## src/rtl/hte_pkg.sv

```systemverilog
package hte_pkg;

  // Default component width
  localparam int COLOR_BITS_DEF = 8;

  // Gain registers: signed Q.8, dead band unsigned Q.8
  localparam int GAIN_W = 11;
  localparam int BAND_W = 10;
  localparam int CFG_W  = GAIN_W;

  // Configuration register indexes
  localparam logic [2:0] REG_RED_GAIN     = 3'd0;
  localparam logic [2:0] REG_GREEN_GAIN   = 3'd1;
  localparam logic [2:0] REG_BLUE_GAIN    = 3'd2;
  localparam logic [2:0] REG_CYAN_GAIN    = 3'd3;
  localparam logic [2:0] REG_MAGENTA_GAIN = 3'd4;
  localparam logic [2:0] REG_YELLOW_GAIN  = 3'd5;
  localparam logic [2:0] REG_DEAD_BAND    = 3'd6;

  // Channel codes
  localparam logic [1:0] CH_RED   = 2'd0;
  localparam logic [1:0] CH_GREEN = 2'd1;
  localparam logic [1:0] CH_BLUE  = 2'd2;

  typedef enum logic [1:0] {
    GM_OFF,
    GM_POS,
    GM_NEG
  } gmode_t;

  typedef struct packed {
    logic [1:0] hi;
    logic [1:0] mid;
    logic [1:0] lo;
  } rank_t;

  typedef struct packed {
    rank_t  rank;
    gmode_t mode1;
    gmode_t mode2;
  } ctrl_t;

  typedef struct packed {
    logic signed [GAIN_W-1:0] red_gain;
    logic signed [GAIN_W-1:0] green_gain;
    logic signed [GAIN_W-1:0] blue_gain;
    logic signed [GAIN_W-1:0] cyan_gain;
    logic signed [GAIN_W-1:0] magenta_gain;
    logic signed [GAIN_W-1:0] yellow_gain;
    logic [BAND_W-1:0]        dead_band;
  } cfg_t;

  // Ordering from {R<G, R<B, G<B}; equal values favour red, then green
  function automatic rank_t rank_of(input logic [2:0] sel);
    rank_t r;
    case (sel)
      3'b001:  r = '{hi: CH_RED,   mid: CH_BLUE,  lo: CH_GREEN};
      3'b011:  r = '{hi: CH_BLUE,  mid: CH_RED,   lo: CH_GREEN};
      3'b100:  r = '{hi: CH_GREEN, mid: CH_RED,   lo: CH_BLUE};
      3'b110:  r = '{hi: CH_GREEN, mid: CH_BLUE,  lo: CH_RED};
      3'b111:  r = '{hi: CH_BLUE,  mid: CH_GREEN, lo: CH_RED};
      default: r = '{hi: CH_RED,   mid: CH_GREEN, lo: CH_BLUE};
    endcase
    return r;
  endfunction

endpackage

```

## src/rtl/hte_order.sv

```systemverilog
module hte_order
  import hte_pkg::*;
#(
  parameter int COLOR_BITS = COLOR_BITS_DEF
) (
  input  logic [COLOR_BITS-1:0]   red,
  input  logic [COLOR_BITS-1:0]   green,
  input  logic [COLOR_BITS-1:0]   blue,
  input  cfg_t                    cfg,
  output ctrl_t                   ctrl,
  output logic [COLOR_BITS-1:0]   hi_val,
  output logic [COLOR_BITS-1:0]   mid_val,
  output logic [COLOR_BITS-1:0]   lo_val,
  output logic [COLOR_BITS+2:0]   q1,
  output logic [COLOR_BITS+2:0]   q2
);

  localparam int PW = COLOR_BITS + GAIN_W;

  rank_t                    rank;
  logic signed [GAIN_W-1:0] g1;
  logic signed [GAIN_W-1:0] g2;
  logic signed [GAIN_W:0]   g1x;
  logic signed [GAIN_W:0]   g2x;
  logic signed [GAIN_W:0]   band;
  logic signed [GAIN_W:0]   g1abs;
  logic signed [GAIN_W:0]   g2abs;
  logic                     act1;
  logic                     act2;
  logic [COLOR_BITS-1:0]    d1;
  logic [COLOR_BITS-1:0]    d2;
  logic [PW-1:0]            p1;
  logic [PW-1:0]            p2;

  function automatic logic [COLOR_BITS-1:0] pick(
    input logic [1:0]            idx,
    input logic [COLOR_BITS-1:0] r,
    input logic [COLOR_BITS-1:0] g,
    input logic [COLOR_BITS-1:0] b
  );
    logic [COLOR_BITS-1:0] v;
    case (idx)
      CH_RED:   v = r;
      CH_GREEN: v = g;
      default:  v = b;
    endcase
    return v;
  endfunction

  // Order the channels
  assign rank    = rank_of({red < green, red < blue, green < blue});
  assign hi_val  = pick(rank.hi, red, green, blue);
  assign mid_val = pick(rank.mid, red, green, blue);
  assign lo_val  = pick(rank.lo, red, green, blue);
  assign d1      = hi_val - mid_val;
  assign d2      = mid_val - lo_val;

  // Select the primary gain of the largest and the secondary gain of the smallest
  always_comb begin
    case (rank.hi)
      CH_RED:   g1 = cfg.red_gain;
      CH_GREEN: g1 = cfg.green_gain;
      default:  g1 = cfg.blue_gain;
    endcase
    case (rank.lo)
      CH_RED:   g2 = cfg.cyan_gain;
      CH_GREEN: g2 = cfg.magenta_gain;
      default:  g2 = cfg.yellow_gain;
    endcase
  end

  // Apply the dead band
  assign g1x   = {g1[GAIN_W-1], g1};
  assign g2x   = {g2[GAIN_W-1], g2};
  assign band  = $signed({2'b00, cfg.dead_band});
  assign act1  = (g1x > band) || (g1x < -band);
  assign act2  = (g2x > band) || (g2x < -band);
  assign g1abs = g1x[GAIN_W] ? -g1x : g1x;
  assign g2abs = g2x[GAIN_W] ? -g2x : g2x;

  always_comb begin
    ctrl.rank  = rank;
    ctrl.mode1 = !act1 ? GM_OFF : (g1[GAIN_W-1] ? GM_NEG : GM_POS);
    ctrl.mode2 = !act2 ? GM_OFF : (g2[GAIN_W-1] ? GM_NEG : GM_POS);
  end

  // Scale the gaps by the gain magnitudes, drop the Q.8 fraction
  assign p1 = PW'(g1abs[GAIN_W-1:0]) * PW'(d1);
  assign p2 = PW'(g2abs[GAIN_W-1:0]) * PW'(d2);
  assign q1 = p1[PW-1:8];
  assign q2 = p2[PW-1:8];

endmodule

```

## src/rtl/hte_div3.sv

```systemverilog
module hte_div3 #(
  parameter int W = 11
) (
  input  logic [W-1:0] num,
  output logic [W-1:0] quot
);

  localparam logic [63:0]  RECIP_FULL = (64'd1 << W) / 64'd3;
  localparam logic [W-1:0] RECIP      = RECIP_FULL[W-1:0];

  logic [2*W-1:0] prod;
  logic [W-1:0]   est;
  logic [W-1:0]   rem;

  // Estimate by reciprocal, short by at most one
  assign prod = (2*W)'(num) * (2*W)'(RECIP);
  assign est  = prod[2*W-1:W];
  assign rem  = num - (est + (est << 1));

  // Correct the estimate
  assign quot = (rem >= W'(3)) ? est + W'(1) : est;

endmodule

```

## src/rtl/hte_adjust.sv

```systemverilog
module hte_adjust
  import hte_pkg::*;
#(
  parameter int COLOR_BITS = COLOR_BITS_DEF
) (
  input  ctrl_t                 ctrl,
  input  logic [COLOR_BITS-1:0] hi_val,
  input  logic [COLOR_BITS-1:0] mid_val,
  input  logic [COLOR_BITS-1:0] lo_val,
  input  logic [COLOR_BITS+2:0] q1,
  input  logic [COLOR_BITS+2:0] q2,
  output logic [COLOR_BITS-1:0] red,
  output logic [COLOR_BITS-1:0] green,
  output logic [COLOR_BITS-1:0] blue
);

  localparam int QW = COLOR_BITS + 3;
  localparam int W  = COLOR_BITS + 5;
  localparam logic signed [W-1:0] MAXV = $signed({{(W-COLOR_BITS){1'b0}}, {COLOR_BITS{1'b1}}});

  logic [QW-1:0]         t1u;
  logic [QW-1:0]         t2u;
  logic signed [W-1:0]   hv, mv, lv;
  logic signed [W-1:0]   a1, a2, t1, t2;
  logic signed [W-1:0]   h1, m1, l1, mt;
  logic signed [W-1:0]   h2, m2, l2, mu, lu;
  logic [COLOR_BITS-1:0] hc, mc, lc;

  function automatic logic [COLOR_BITS-1:0] clampv(input logic signed [W-1:0] v);
    logic [COLOR_BITS-1:0] c;
    if (v < 0) begin
      c = '0;
    end else if (v > MAXV) begin
      c = {COLOR_BITS{1'b1}};
    end else begin
      c = v[COLOR_BITS-1:0];
    end
    return c;
  endfunction

  // Thirds of the scaled gaps for the shrinking case
  hte_div3 #(.W(QW)) u_div1 (.num(q1), .quot(t1u));
  hte_div3 #(.W(QW)) u_div2 (.num(q2), .quot(t2u));

  assign hv = $signed({{(W-COLOR_BITS){1'b0}}, hi_val});
  assign mv = $signed({{(W-COLOR_BITS){1'b0}}, mid_val});
  assign lv = $signed({{(W-COLOR_BITS){1'b0}}, lo_val});
  assign a1 = $signed({{(W-QW){1'b0}}, q1});
  assign a2 = $signed({{(W-QW){1'b0}}, q2});
  assign t1 = $signed({{(W-QW){1'b0}}, t1u});
  assign t2 = $signed({{(W-QW){1'b0}}, t2u});

  // Stage one: widen or shrink the largest-middle gap
  always_comb begin
    mt = mv - a1;
    case (ctrl.mode1)
      GM_POS: begin
        h1 = hv + a1;
        m1 = (mt < lv) ? lv : mt;
        l1 = lv;
      end
      GM_NEG: begin
        h1 = hv - (t1 <<< 1);
        m1 = mv + t1;
        l1 = lv + t1;
      end
      default: begin
        h1 = hv;
        m1 = mv;
        l1 = lv;
      end
    endcase
  end

  // Stage two: widen or shrink the middle-smallest gap
  always_comb begin
    mu = m1 + a2;
    lu = l1 - a2;
    case (ctrl.mode2)
      GM_POS: begin
        h2 = h1;
        m2 = (mu > h1) ? h1 : mu;
        l2 = (lu < 0) ? '0 : lu;
      end
      GM_NEG: begin
        h2 = h1 - t2;
        m2 = m1 - t2;
        l2 = l1 + (t2 <<< 1);
      end
      default: begin
        h2 = h1;
        m2 = m1;
        l2 = l1;
      end
    endcase
  end

  // Clamp and return each rank to its channel
  assign hc = clampv(h2);
  assign mc = clampv(m2);
  assign lc = clampv(l2);

  assign red   = (ctrl.rank.hi == CH_RED)   ? hc : (ctrl.rank.mid == CH_RED)   ? mc : lc;
  assign green = (ctrl.rank.hi == CH_GREEN) ? hc : (ctrl.rank.mid == CH_GREEN) ? mc : lc;
  assign blue  = (ctrl.rank.hi == CH_BLUE)  ? hc : (ctrl.rank.mid == CH_BLUE)  ? mc : lc;

endmodule

```

## src/rtl/hue_tone_enhance_top.sv

```systemverilog
// Throughput: one pixel per clock while the output is not stalled by m_tready;
// the gain multipliers feed a product register and the divide-by-three and clamp
// logic feed the output register.
// Each register accepts while empty or while its contents move on.
// Reset (synchronous, rst high) empties both stages and clears every gain
// and the dead band to zero.
module hue_tone_enhance_top
  import hte_pkg::*;
#(
  parameter int COLOR_BITS = COLOR_BITS_DEF,
  parameter int DATA_W     = ((3 * COLOR_BITS + 7) / 8) * 8
) (
  input  logic              clk,
  input  logic              rst,
  // Configuration write port
  input  logic              cfg_we,
  input  logic [2:0]        cfg_index,
  input  logic [CFG_W-1:0]  cfg_data,
  // Input pixel stream
  input  logic              s_tvalid,
  output logic              s_tready,
  input  logic [DATA_W-1:0] s_tdata,  // in_red, in_green, in_blue, zero pad
  // Output pixel stream
  output logic              m_tvalid,
  input  logic              m_tready,
  output logic [DATA_W-1:0] m_tdata   // out_red, out_green, out_blue, zero pad
);

  localparam int CB = COLOR_BITS;
  localparam int QW = COLOR_BITS + 3;

  cfg_t            cfg;
  ctrl_t           ctrl_a;
  ctrl_t           ctrl1;
  logic [CB-1:0]   hi_a, mid_a, lo_a;
  logic [CB-1:0]   hi1, mid1, lo1;
  logic [QW-1:0]   q1_a, q2_a;
  logic [QW-1:0]   q1r, q2r;
  logic            v1;
  logic            ready2;
  logic            in_fire;
  logic [CB-1:0]   red_b, green_b, blue_b;
  logic [3*CB-1:0] out_pix;

  // Write configuration registers
  always_ff @(posedge clk) begin
    if (rst) begin
      cfg <= '0;
    end else if (cfg_we) begin
      case (cfg_index)
        REG_RED_GAIN:     cfg.red_gain     <= $signed(cfg_data[GAIN_W-1:0]);
        REG_GREEN_GAIN:   cfg.green_gain   <= $signed(cfg_data[GAIN_W-1:0]);
        REG_BLUE_GAIN:    cfg.blue_gain    <= $signed(cfg_data[GAIN_W-1:0]);
        REG_CYAN_GAIN:    cfg.cyan_gain    <= $signed(cfg_data[GAIN_W-1:0]);
        REG_MAGENTA_GAIN: cfg.magenta_gain <= $signed(cfg_data[GAIN_W-1:0]);
        REG_YELLOW_GAIN:  cfg.yellow_gain  <= $signed(cfg_data[GAIN_W-1:0]);
        REG_DEAD_BAND:    cfg.dead_band    <= cfg_data[BAND_W-1:0];
        default: ;
      endcase
    end
  end

  // Handshake: each stage advances when empty or when its successor advances
  assign ready2   = !m_tvalid || m_tready;
  assign s_tready = !v1 || ready2;
  assign in_fire  = s_tvalid && s_tready;

  // Order, select gains, multiply
  hte_order #(.COLOR_BITS(CB)) u_order (
    .red     (s_tdata[CB-1:0]),
    .green   (s_tdata[2*CB-1:CB]),
    .blue    (s_tdata[3*CB-1:2*CB]),
    .cfg     (cfg),
    .ctrl    (ctrl_a),
    .hi_val  (hi_a),
    .mid_val (mid_a),
    .lo_val  (lo_a),
    .q1      (q1_a),
    .q2      (q2_a)
  );

  // Hold products
  always_ff @(posedge clk) begin
    if (rst) begin
      v1 <= 1'b0;
    end else if (s_tready) begin
      v1 <= s_tvalid;
    end
  end

  always_ff @(posedge clk) begin
    if (in_fire) begin
      ctrl1 <= ctrl_a;
      hi1   <= hi_a;
      mid1  <= mid_a;
      lo1   <= lo_a;
      q1r   <= q1_a;
      q2r   <= q2_a;
    end
  end

  // Apply both gain stages and clamp
  hte_adjust #(.COLOR_BITS(CB)) u_adjust (
    .ctrl    (ctrl1),
    .hi_val  (hi1),
    .mid_val (mid1),
    .lo_val  (lo1),
    .q1      (q1r),
    .q2      (q2r),
    .red     (red_b),
    .green   (green_b),
    .blue    (blue_b)
  );

  // Hold the result until taken
  always_ff @(posedge clk) begin
    if (rst) begin
      m_tvalid <= 1'b0;
    end else if (ready2) begin
      m_tvalid <= v1;
    end
  end

  always_ff @(posedge clk) begin
    if (ready2 && v1) begin
      out_pix <= {blue_b, green_b, red_b};
    end
  end

  assign m_tdata = DATA_W'(out_pix);

  // Checks
  a_accept_loads : assert property (@(posedge clk) disable iff (rst)
    in_fire |=> v1)
    else $error("accepted transaction not held in product stage");

  a_advance : assert property (@(posedge clk) disable iff (rst)
    (v1 && ready2) |=> m_tvalid)
    else $error("product stage did not move to output");

  a_full_stall : assert property (@(posedge clk) disable iff (rst)
    (v1 && m_tvalid && !m_tready) |-> !s_tready)
    else $error("input taken while both stages are blocked");

  a_rank_distinct : assert property (@(posedge clk) disable iff (rst)
    v1 |-> (ctrl1.rank.hi != ctrl1.rank.mid) && (ctrl1.rank.hi != ctrl1.rank.lo)
           && (ctrl1.rank.mid != ctrl1.rank.lo))
    else $error("channel ranks not distinct");

endmodule
```

## config.mk

```make
export PLATFORM = sky130hd
export DESIGN_NAME = hue_tone_enhance_top
export DESIGN_NICKNAME = d
export VERILOG_FILES = /design/src/rtl/hte_pkg.sv /design/src/rtl/hte_order.sv /design/src/rtl/hte_div3.sv /design/src/rtl/hte_adjust.sv /design/src/rtl/hue_tone_enhance_top.sv
export SDC_FILE = /design/constraint.sdc
export NUM_CORES = 1
export LEC_CHECK = 0
export ABC_CLOCK_PERIOD_IN_PS = 28500
export BUFFER_PORTS_ARGS = -buffer_cell sky130_fd_sc_hd__buf_4
export CELL_PAD_IN_SITES_DETAIL_PLACEMENT = 0
export CELL_PAD_IN_SITES_GLOBAL_PLACEMENT = 1
export CORE_ASPECT_RATIO = 1.5
export CORE_MARGIN = 4
export CORE_UTILIZATION = 54
export DETAILED_ROUTE_END_ITERATION = 8
export PLACE_DENSITY = 0.92
export SYNTH_ARGS = -nofsm -noshare
export SYNTH_HDL_FRONTEND = slang
export SYNTH_SLANG_ARGS = --single-unit
```

## constraint.sdc

```tcl
create_clock -name clk -period 28.5 [get_ports clk]
set_input_delay 5.7 -clock clk [delete_from_list [all_inputs] [get_ports clk]]
set_output_delay 5.7 -clock clk [all_outputs]
set_load 0.02 [all_outputs]
```

* Yosys cells after proc, flatten, opt, wreduce, memory -nomap -nowiden
Index checks and enable logic that the tools add are counted.
Storage, ports and cells: output and inout bits 26, register bits after elaboration 156, input bits 43, logic and storage cells 138
Cells by class: equal/unequal tests 22, $add $sub $neg 21, muxes and demuxes 33, reduce and logical (&&, ||, !) cells 21, magnitude comparators 18, $mul 4
Operators by type and width (count):
- $pmux 13 s2 | 4
- $mux 8 | 12
- $mux 13 | 5
- $lt 13x1->1 const B | 4
- $pmux 8 s2 | 3
- $mux 11 | 4
- $pmux 11 s2 | 2
- $mul 11x9->20 const B | 2
- $gt 13x9->1 const B | 3
- $sub 13x12->13 | 3
- $mul 11x8->19 | 2
- $add 8x11->12 | 3
- $pmux 6 s5 | 1
- $lt 11x12->1 | 2
- $lt 8x8->1 | 3
- $add 10x1->11 const B | 2
- $add 10x11->11 | 2
- $ge 11x2->1 const B | 2
- $gt 11x11->1 | 2
- $neg 11->11 | 2
- $sub 11x11->11 | 2
- $eq 3x3->1 const B | 6
- $sub 8x8->8 | 2
- $eq 2x1->1 const B | 7
- 17 further kinds | 39

* Longest topological paths before layout
depth after elaboration 16, gate-level depth with buffers 59

* Modules after synthesis
Synthesis repeated with hierarchy kept, for this count alone.
Second synthesis, totals: cell total of the unflattened synthesis 3088, area, all modules 26515.4 um^2
Modules (own cells, without submodules):
- hte_order | cells an instance 1114, instances 1, area each 8667.1 um^2
- hte_adjust | cells an instance 1015, instances 1, area each 7111.8 um^2
- hue_tone_enhance_top | cells an instance 352, instances 1, area each 5462.7 um^2
- hte_div3 (u_adjust.u_div2) | cells an instance 306, instances 1, area each 2688.8 um^2
- hte_div3 (u_adjust.u_div1) | cells an instance 301, instances 1, area each 2585.0 um^2

* Worst setup path before layout
OpenSTA, ideal clock, no wires.
path type input to register, start input port s_tdata[13], end register q1r[10] (data pin), setup slack 14082 ps, data required time 28240 ps, buffers on the path 3, arrival time 14158 ps, stages 38, cell sequence inv_1 -> ha_1 -> a211o_1 -> o32a_1 -> and2_1 -> clkbuf_1 -> nand2_1 -> clkbuf_1 -> nand2_1 -> nand2_1 -> o21a_1 -> inv_1 -> ha_1 -> a21o_1 -> a21o_1 -> a21oi_1 -> o21bai_1 -> a21o_1 -> [... 2 more ...] -> xnor2_1 -> clkbuf_1 -> o211ai_1 -> fa_1 -> fa_1 -> fa_1 -> inv_1 -> fa_1 -> ha_1 -> nand4b_1 -> nor3_1 -> o2111ai_1 -> o31ai_1 -> a41oi_1 -> a211oi_1 -> a211o_1 -> a21oi_1 -> xnor2_1
Between the ends: elaborated cells on any way between the ends 19, classes of those cells add/sub: 2; mul: 1; order compare: 2; eq/ne: 7; mux: 5; reduce/logical: 2
RTL lines:
- start, declared | line hue_tone_enhance_top.sv:22 | input logic [DATA_W-1:0] s_tdata,
- $lt 8x8->1 | line hte_order.sv:51 | assign rank = rank_of({red < green, red < blue, green < blue});
- $eq 3x3->1, or another cell as far along | line hte_pkg.sv:56 | case (sel)
- $pmux 6 s5 (*) | line hte_pkg.sv:56
- $eq 2x1->1 or $logic_not 2->1 (tied branches) | line hte_order.sv:42 | case (idx)
- $pmux 8 s2 (*) | line hte_order.sv:42
- via mid_a[1] | line hue_tone_enhance_top.sv:35 | logic [CB-1:0] hi_a, mid_a, lo_a;
- $sub 8x8->8 (*) | line hte_order.sv:55 | assign d1 = hi_val - mid_val;
- $mul 11x8->19 (*) | line hte_order.sv:88 | assign p1 = PW'(g1abs[GAIN_W-1:0]) * PW'(d1);
- via q1_a[10] | line hue_tone_enhance_top.sv:37 | logic [QW-1:0] q1_a, q2_a;
- end signal, assigned | line hue_tone_enhance_top.sv:97 | q1r <= q1_a;
- end, declared | line hue_tone_enhance_top.sv:38 | logic [QW-1:0] q1r, q2r;
The timed path passes the listed nets; every way through them passes the cells marked *. A chain may end at the register's enable or synchronous reset.

* Worst setup path in the final report
start register q1r[1], end register out_pix[19], in the netlist m_tdata[19] (data pin)
Between the ends: word-level cells in the longest chain between the ends 16, elaborated cells on any way between the ends 42, classes of those cells add/sub: 13; mul: 1; order compare: 10; mux: 18
Ends and longest elaborated chain:
- $mul 11x9->20 | line hte_div3.sv:16 | assign prod = (2*W)'(num) * (2*W)'(RECIP);
- $add 10x11->11 | line hte_div3.sv:18 | assign rem = num - (est + (est << 1));
- $sub 11x11->11 | line hte_div3.sv:18
- $ge 11x2->1 | line hte_div3.sv:21 | assign quot = (rem >= W'(3)) ? est + W'(1) : est;
- $mux 11 | line hte_div3.sv:21
- $add 8x11->12, on equally long branches | line hte_adjust.sv:64, hte_adjust.sv:65
- $pmux 13 s2 or $mux 13 (tied branches) | line hte_adjust.sv:56 | case (ctrl.mode1)
- $add 13x12->13 or $sub 13x12->13 (tied branches) | line hte_adjust.sv:77, hte_adjust.sv:78
- $gt 13x13->1 or $lt 13x1->1 (tied branches) | line hte_adjust.sv:82, hte_adjust.sv:83
- $mux 13, on equally long branches | line hte_adjust.sv:82, hte_adjust.sv:83
- $pmux 13 s2 | line hte_adjust.sv:79 | case (ctrl.mode2)
- $gt 13x9->1 | line hte_adjust.sv:33 | end else if (v > MAXV) begin
- $mux 8 | line hte_adjust.sv:33
- $mux 8 | line hte_adjust.sv:31 | if (v < 0) begin
- $mux 8 | line hte_adjust.sv:105 | assign blue = (ctrl.rank.hi == CH_BLUE) ? hc : (ctrl.rank.mid == CH_BLUE) ? mc : lc;
- $mux 8 (*) | line hte_adjust.sv:105
- via blue_b[3] | line hue_tone_enhance_top.sv:42 | logic [CB-1:0] red_b, green_b, blue_b;
- end signal, assigned | line hue_tone_enhance_top.sv:126 | out_pix <= {blue_b, green_b, red_b};
- end, declared | line hue_tone_enhance_top.sv:43 | logic [3*CB-1:0] out_pix;
Marks and branches as above.

==> results.toml <==
[grt]
grt_max_degree = 79
grt_use_met1_pct = 32.3
globalRoute.totalOverflow = 0
grt_usage_pct = 29.9
top_usage_layer = "met2"
use_met2_pct = 55.3
antenna_found_initial = 0
grt_pass1_vias = 23700
grtUsageMet3_pct = 3.19
grt_pass1_wl_um = 122000

[timing]
worst_clock_skew_ns = 0.0164
relSlewSlack_pct = 17.5
grt_setup_unrepaired = "false"
fmax_mhz = 64.1
tns_ns = 0
setup_viol = 0
slew_viol_final = 0
whs_ns = 0.454
period_share_pct = 54.8
period_needed_ns = 15.61
worst_pin_slew_ns = 1.23
finalHoldViolCount = 0

[floorplan]
dieArea_um2 = 51200
io_pins = 69
dieWidth_um = 186
rows = 97
die_h_um = 275
start_util_pct = 54.8
core_area_um2 = 46800

[yosys]
synth_area_leaders = "ha_1 20%, fa_1 14%, edfxtp_1 9.1%"
ys_types = 105
synth_edf_count = 78
synth_top_cell_by_area = "ha_1"
ys_seq_elements = 156
synthesis.area_um2 = 25700
synthArstFlopShare_pct = 0
yosys_warnings = 0
synth_cells = 3123
syn_area_per_cell_um2 = 8.22
synth_top_area_share_pct = 19.7
synthFlopType = "edfxtp_1"
ys_seq_area_share_pct = 15.2
synth_nets = 3744

[run_status]
status = "finished, final reports clean"

[cts]
clockBufferDepth = 2
clk_latency_ns = 0.46
post_cts_buffers = 0
cts_repair_resize_count = 0
cts_root_buffer = "clkbuf_16"
cts_hold_buf = 0
path_clk_slew_ns = 0.07
cts_tree = "built"
cts_buffers = 17
cts_max_level = 4
cts.sinks = 156

[route]
wl_per_cell_um = 20.2
drt-total-wl_um = 76200
vias = 23000
first_iter_violations = 1372
antenna_left = 0
via_per_inst = 6.10
route.detailed.drc = 0
dr.pass1.iters = 7

[placed_design]
hpwl_um = 64100
port_buffers = 68
gp_congestion = 0.948
dp_cells = 3736

[critical_path]
critPathKind = "flip-flop to flip-flop"
cp.required_ns = 28.68
slowest_delay_ns = 0.71
slowest_stage = "o41ai_1"
end_kind = "flip-flop"
critPathMostFrequentCell = "ha_1"
cp.arrival_ns = 15.79
cp-start-kind = "flip-flop"
critPathMaxFanout = 12

[run]
cap_violations = 0

[finish]
regArea_um2 = 3900
diodes = 0
nNetsFinal = 3782
syn_to_final_growth_pct = 6.62
instances_no_fill = 3768
multi_input_area_um2 = 19900
fillers = 4228
mostFrequentLayoutCell = "inv_1"
final_cell_mix = "432 x inv_1, 404 x ha_1, 348 x nand2_1"
drive_above_1_share_pct = 6.11

[worst_hold_path]
hold_class = "flip-flop to flip-flop"
[final timing paths]
check | start | to | slack [ns] | depth (start not counted)
max reg2reg | q1r[1] | m_tdata[19] | 12.89 | 50
max | q1r[1] | m_tdata[19] | 12.89 | 50
min | cfg[16] | cfg[16] | 0.45 | 2
min reg2reg | cfg[16] | cfg[16] | 0.45 | 2
[cell type report]
class,count,area share [%]
clock inverter,14,0.461
multi-input combinational,2459,72.5
tap,594,2.71
timing repair buffer,91,2.49
sequential,156,14.3
clock buffer,18,1.60
inverter,436,5.98
[state kept, by name, indices dropped and copies added, names as in the netlist]
| name | flops |
|---|---|
| cfg | 76 |
| mid1 | 8 |
| q2r | 11 |
| ctrl1 | 8 |
| q1r | 11 |
| lo1 | 8 |
| m_tdata | 24 |
| m_tvalid | 1 |
| v1 | 1 |
| hi1 | 8 |
[stage by stage]
step           util (%)  instance area (µm²)  worst slack (ns)
3_3_place_gp       57.2                26800             12.71
6_report           58.5                27400             12.89
3_5_place_dp       57.2                26800             12.48
5_1_grt            58.5                27400             11.98
2_1_floorplan         -                25700             14.08
4_1_cts            58.5                27400             12.92
[synth_stat cells, drive strengths merged, types with 31 or more instances]
library cell  number
nand2b            40
nand4             31
o21ai            146
nor3              45
a221oi            32
inv              433
clkbuf            61
xnor2            139
fa               174
edfxtp            78
nand3             42
nor2b             64
dfxtp             78
o21a              43
a21o              60
nor2             217
xor2              46
nand2            348
a21oi            222
ha               404
[cells by family after synthesis]
logic type / Yosys count / synth area share, %
AND/OR/NAND/NOR: 911 / 16.7
AO/OA/AOI/OAI: 763 / 20.0
adder cells (fa/ha/maj): 578 / 33.2
buffers and inverters: 508 / 7.52
XOR/XNOR: 186 / 6.40
flip-flops: 156 / 15.2
multiplexers: 21 / 0.891
[per-layer routing]
metal	part of all wire, %	vias up
met5	0	-
met4	7.1	0
met3	4.1	253
met2	52	737
met1	37	11100
li1	-	10900
[worst max-delay path: cells and delay by family, from the launching register on]
kind	cells	cell delay, ns
adders and majority gates	10	4.05
buffers and inverters	4	0.48
xor gates and xnor gates	2	0.36
and+or+nand+nor	12	3.11
DFF	1	0.67
AOI/OAI and AO/OA	22	6.62
Power is not shown: default switching activity piles up to over one toggle a cycle in this logic, so the estimate is an artifact.
